<file path="src/hdl/smil_pkg.sv">
// ----------------------------------------------------------------------------
// smil_pkg
// Shared types and constants of the steering map inverse lookup block.
// ----------------------------------------------------------------------------
`default_nettype none

package smil_pkg;

  parameter int VAL_W     = 32;
  parameter int CMD_W     = 2;
  parameter int SEL_W     = 4;
  parameter int CFG_W     = 5;
  parameter int CFG_IDX_W = 4;
  parameter int CFG_DAT_W = 32;

  parameter int MAX_STEER_POINTS_DEF  = 16;
  parameter int MAX_OUTPUT_POINTS_DEF = 16;

  // Reset value of both point count registers.
  parameter logic [CFG_W-1:0] POINTS_RESET = 5'd16;

  // Configuration register indexes.
  parameter logic [CFG_IDX_W-1:0] REG_STEER_POINTS  = 4'd0;
  parameter logic [CFG_IDX_W-1:0] REG_OUTPUT_POINTS = 4'd1;

  // Item commands.
  typedef enum logic [CMD_W-1:0] {
    CMD_WR_STEER  = 2'd0,
    CMD_WR_OUTPUT = 2'd1,
    CMD_WR_CELL   = 2'd2,
    CMD_QUERY     = 2'd3
  } cmd_t;

  // Request into the shared interpolation unit.
  typedef struct packed {
    logic             start;
    logic [VAL_W-1:0] k0;
    logic [VAL_W-1:0] k1;
    logic [VAL_W-1:0] q;
    logic [VAL_W-1:0] v0;
    logic [VAL_W-1:0] v1;
  } interp_req_t;

  // Response of the shared interpolation unit.
  typedef struct packed {
    logic             done;
    logic [VAL_W-1:0] value;
  } interp_rsp_t;

endpackage

`default_nettype wire

</file>
<file path="src/hdl/smil_interp.sv">
// ----------------------------------------------------------------------------
// smil_interp
// Shared linear interpolation unit: one 32x32 multiply, then a restoring
// divider that produces one quotient bit per cycle.
// ----------------------------------------------------------------------------
`default_nettype none

module smil_interp (
  input  logic                  clk,
  input  logic                  rst,
  input  smil_pkg::interp_req_t req,
  output smil_pkg::interp_rsp_t rsp
);
  import smil_pkg::*;

  localparam int PROD_W    = 2 * VAL_W;
  localparam int DIV_STEPS = PROD_W;
  localparam int CNT_W     = $clog2(DIV_STEPS);

  typedef enum logic [3:0] {
    U_IDLE = 4'b0001,
    U_MUL  = 4'b0010,
    U_DIV  = 4'b0100,
    U_DONE = 4'b1000
  } ustate_t;

  ustate_t                  state;
  logic [VAL_W-1:0]         v0;
  logic                     neg;
  logic [VAL_W-1:0]         den;
  logic [VAL_W-1:0]         num;
  logic [VAL_W-1:0]         mag;
  logic [VAL_W-1:0]         rem;
  logic [PROD_W-1:0]        quo;
  logic [CNT_W-1:0]         cnt;

  logic signed [VAL_W:0]    dk, dq, dv;
  logic signed [VAL_W:0]    ndk, ndq, ndv;
  logic [VAL_W-1:0]         den_c, num_raw, num_c, mag_c;
  logic [VAL_W:0]           shifted;
  logic                     take;

  // Segment width, query offset and value step, widened by one bit.
  always_comb begin
    dk  = $signed({req.k1[VAL_W-1], req.k1}) - $signed({req.k0[VAL_W-1], req.k0});
    dq  = $signed({req.q[VAL_W-1], req.q}) - $signed({req.k0[VAL_W-1], req.k0});
    dv  = $signed({req.v1[VAL_W-1], req.v1}) - $signed({req.v0[VAL_W-1], req.v0});
    ndk = -dk;
    ndq = -dq;
    ndv = -dv;
    if (dk > 0) begin
      den_c   = dk[VAL_W-1:0];
      num_raw = dq[VAL_W] ? '0 : dq[VAL_W-1:0];
    end else begin
      den_c   = ndk[VAL_W-1:0];
      num_raw = (dq > 0) ? '0 : ndq[VAL_W-1:0];
    end
    num_c = (num_raw > den_c) ? den_c : num_raw;
    mag_c = dv[VAL_W] ? ndv[VAL_W-1:0] : dv[VAL_W-1:0];
  end

  // One restoring division step.
  always_comb begin
    shifted = {rem, quo[PROD_W-1]};
    take    = shifted >= {1'b0, den};
  end

  // Sequencer of the unit.
  always_ff @(posedge clk) begin
    if (rst) begin
      state <= U_IDLE;
    end else begin
      case (state)
        U_IDLE: begin
          if (req.start) begin
            v0  <= req.v0;
            neg <= dv[VAL_W];
            den <= den_c;
            num <= num_c;
            mag <= mag_c;
            if (req.k1 == req.k0) begin
              quo   <= '0;
              state <= U_DONE;
            end else begin
              state <= U_MUL;
            end
          end
        end
        U_MUL: begin
          quo   <= PROD_W'(mag) * PROD_W'(num);
          rem   <= '0;
          cnt   <= '0;
          state <= U_DIV;
        end
        U_DIV: begin
          rem <= take ? VAL_W'(shifted - {1'b0, den}) : shifted[VAL_W-1:0];
          quo <= {quo[PROD_W-2:0], take};
          cnt <= cnt + CNT_W'(1);
          if (cnt == CNT_W'(DIV_STEPS - 1)) begin
            state <= U_DONE;
          end
        end
        U_DONE: begin
          state <= U_IDLE;
        end
        default: begin
          state <= U_IDLE;
        end
      endcase
    end
  end

  // The quotient never exceeds the value step, so its low half is exact.
  assign rsp.done  = (state == U_DONE);
  assign rsp.value = neg ? (v0 - quo[VAL_W-1:0]) : (v0 + quo[VAL_W-1:0]);

endmodule

`default_nettype wire

</file>
<file path="config.mk">
export PLATFORM = sky130hd
export DESIGN_NAME = smil_interp
export DESIGN_NICKNAME = d
export VERILOG_FILES = /design/src/hdl/smil_pkg.sv /design/src/hdl/smil_interp.sv
export SDC_FILE = /design/constraint.sdc
export NUM_CORES = 2
export LEC_CHECK = 0
export ABC_AREA = 1
export BUFFER_PORTS_ARGS = -buffer_cell sky130_fd_sc_hd__buf_2
export CORE_UTILIZATION = 41
export DETAILED_ROUTE_END_ITERATION = 16
export SYNTH_ARGS = -nofsm -noshare
export SYNTH_HDL_FRONTEND = slang
export SYNTH_SLANG_ARGS = --single-unit
</file>
<file path="constraint.sdc">
create_clock -name clk -period 11.7 [get_ports clk]
set_clock_uncertainty 0.1 [all_clocks]
set_input_delay 3.51 -clock clk [delete_from_list [all_inputs] [get_ports clk]]
set_output_delay 3.51 -clock clk [all_outputs]
set_load 0.02 [all_outputs]
</file>
==> results.yml <==
logic_synthesis:
  synth_warnings: 0
  synth_enable_flop_cells: 231
  synth_xor_area_share_pct: 2.90
  ys_ff_latch: 235
  synth_cell_types: 59
  yosys_most_used_dff: "edfxtp_1"
  synthAdderAreaFrac_pct: 40.4
  syn_area_um2: 58900
  synth.avg_cell_area_um2: 7.16
  synth_compound_area_share_pct: 6.49
  synthTopCellsByCount: "nand2_1, inv_1, fa_1"
  post-synth-top-area-cell: "fa_1"
  yosys-top-cells-area: "fa_1, nand2_1, inv_1"
  syn_nets: 9750
  yosysTopAreaCellShare_pct: 30.6
  synthMuxAreaShare_pct: 0
  synthSimpleGateAreaFrac_pct: 22.6
  netlist_instances: 8227
  synth.most_common_cell: "nand2_1"
  async_flop_share_pct: 0
  synth_top_family_by_area: "adder cells"
  yosysSeqAreaShare_pct: 11.9
critical_path:
  critical_path_arrival_ns: 5.80
  r2r_cells: 26
  path_cells: "inv_1, ha_1, nand3_1, nor3_1, inv_1, nor2_1, nand3_1, nor4_1, nand3_1, o21ai_0, xor2_1, ha_1, nand2_1, nor2_1, inv_1, o41ai_1, a21oi_1, xor2_1, buf_2"
  critPathBufInv: 4
  required_ns: 8.09
  startpoint_type: "flop"
  path_depth: 19
  path_class: "reg -> out"
  crit_slowest_cell: "o41ai_1"
  crit_path_max_fanout: 4
  cp-end-kind: "primary output"
  slowest_delay_ns: 0.79
  crit_family: "simple AND/OR/NAND/NOR gates"
floorplan:
  ios: 196
  coreArea_um2: 142000
  placementRows: 138
  dieArea_um2: 145000
  die_height_um: 381
  die_w_um: 381
  start_util_pct: 41.4
status:
  status: "complete, no violations"
placement:
  io_buffers: 195
  place_hpwl_um: 155000
  place_ws_ns: 2.42
  gp_congestion: 0.979
  placed_area_um2: 61900
final_layout:
  fill_cells: 14625
  drive_gt1_share_pct: 4.83
  final_cell_area_um2: 62900
  area.sequential_um2: 7020
  nets: 9816
  multi_input_area_um2: 42600
  final_core_util_pct: 44.3
  areaGrowthSynthToFinish_pct: 6.85
timing:
  rsz0062_at_grt: "false"
  relSlewSlack_pct: 28.6
  setup_viol: 0
  post-route-min-period_ns: 9.41
  setup_ws_ns: 2.29
  post-route-period-util_pct: 80.4
  worst_pin_slew_ns: 1.07
  tns_ns: 0
  finalMaxSlewViolations: 0
  hold_viol: 0
  fmax_mhz: 106
clock_network:
  cts.repair.resized: 0
  ctsHoldBuffers: 0
  worstSkewPairLatency_ns: 0.59
  clockBufferDepth: 3
  cts_sinks: 235
  numCtsBuffers: 30
  clockRootBuffer: "clkbuf_16"
  clk_pin_slew_ns: 0.07
  cts_max_level: 1
  cts_setup_buffers: 0
  cts_tree: "yes"
global_routing:
  grt_pass1_wl_um: 297000
  grt.total_usage_pct: 26.0
  first_global_vias: 53049
  grt_overflow: 0
  grt_max_degree: 70
  antenna_found_initial: 4
detailed_routing:
  wirelength_um: 186000
  ant_nets: 0
  firstDrtPassIters: 6
  num_vias: 51204
  initialDrtViolationCount: 3352
  viasPerCell: 5.02
  drt-wirelength-per-cell_um: 18.2
  drcViolationCount: 0
job:
  max_cap_viol_count: 0
worst_hold_path:
  min_path_cells: 2
  hold_path.class: "reg -> reg"
## final timing paths
| path | startpoint | end | slack (ns) |
|---|---|---|---|
| max | quo[0]$_DFFE_PP_ | rsp[28] | 2.29 |
| min | quo[40]$_DFFE_PP_ | quo[41]$_DFFE_PP_ | 0.41 |
| max reg2reg | mag[7]$_DFFE_PP_ | quo[63]$_DFFE_PP_ | 2.95 |
| min reg2reg | quo[40]$_DFFE_PP_ | quo[41]$_DFFE_PP_ | 0.41 |
## tightest hold or removal path, stage by stage, from the launching register on
cell and delay, ns:
edfxtp_1 0.32, nand2_1 0.05, nand2_1 0.06
## metal layers
metal	part of all wire [%]	wire, um	vias up	GRT usage [%]
met5	0.011	21	-	0
met4	2.9	5480	4	7.13
met3	5.4	10000	271	2.28
met2	49	91200	1524	45.9
met1	43	79100	24898	33.8
li1	-	-	24507	-
## cell usage in the layout, fill, tap and decap left out, types with 5 or more instances in the layout
master,Yosys,final
a31oi_1,39,39
xnor2_1,58,58
a21oi_1,299,297
a21o_1,23,23
nand2_2,13,13
nand4_1,58,58
buf_4,3,79
bufinv_16,0,5
nand3_1,225,225
buf_2,11,195
o21ai_0,212,212
nor2_1,448,447
o21bai_1,23,23
and2_1,10,10
nor3_2,3,5
clkinv_2,0,7
inv_2,11,11
o21ai_2,6,6
inv_1,2198,2198
o22ai_1,20,20
a21boi_0,13,13
nor2_2,9,9
or2_2,11,11
ha_1,459,459
o21a_1,15,15
fa_1,901,901
nand2_1,2404,2404
a221oi_1,5,5
clkbuf_16,0,30
xor2_1,137,137
edfxtp_1,231,231
nor3_1,57,55
nand3b_1,22,22
o21ai_1,7,7
inv_6,0,5
nand3_2,8,8
nor4_1,19,19
## kinds of logic (layout without fill, tap and decap cells)
| family | after synthesis | in the layout |
|---|---|---|
| buffers and inverters | 2449 | 2538 |
| AO/OA/AOI/OAI | 687 | 687 |
| flip-flops | 235 | 235 |
| adder cells (fa/ha/maj) | 1360 | 1360 |
| AND/OR/NAND/NOR | 3301 | 3301 |
| XOR/XNOR | 195 | 195 |
| other | 0 | 3 |
## metrics by stage
| stage | hold WS, ns | instances |
|---|---|---|
| after floorplan | 0.395 | 8227 |
| after global placement | 0.406 | 10151 |
| after detailed placement | 0.405 | 10151 |
| after CTS | 0.411 | 10206 |
| after global routing | 0.440 | 10208 |
| final | 0.414 | 10209 |
## state kept, by name, summed over array words and instances, names as in the netlist
register,flops
state,4
quo,64
den,32
neg,1
mag,32
v0,32
num,32
cnt,6
rem,32
## cell type report
| type | instances | area share [%] |
|---|---|---|
| Sequential cell | 235 | 11.2 |
| Multi-Input combinational cell | 5543 | 67.8 |
| Timing Repair Buffer | 274 | 2.49 |
| Antenna cell | 3 | 0.0119 |
| Clock inverter | 22 | 0.441 |
| Tap cell | 1890 | 3.76 |
| Inverter | 2209 | 13.2 |
| Clock buffer | 33 | 1.21 |
Power is not shown: default switching activity piles up to over one toggle a cycle in this logic, so the estimate is an artifact.
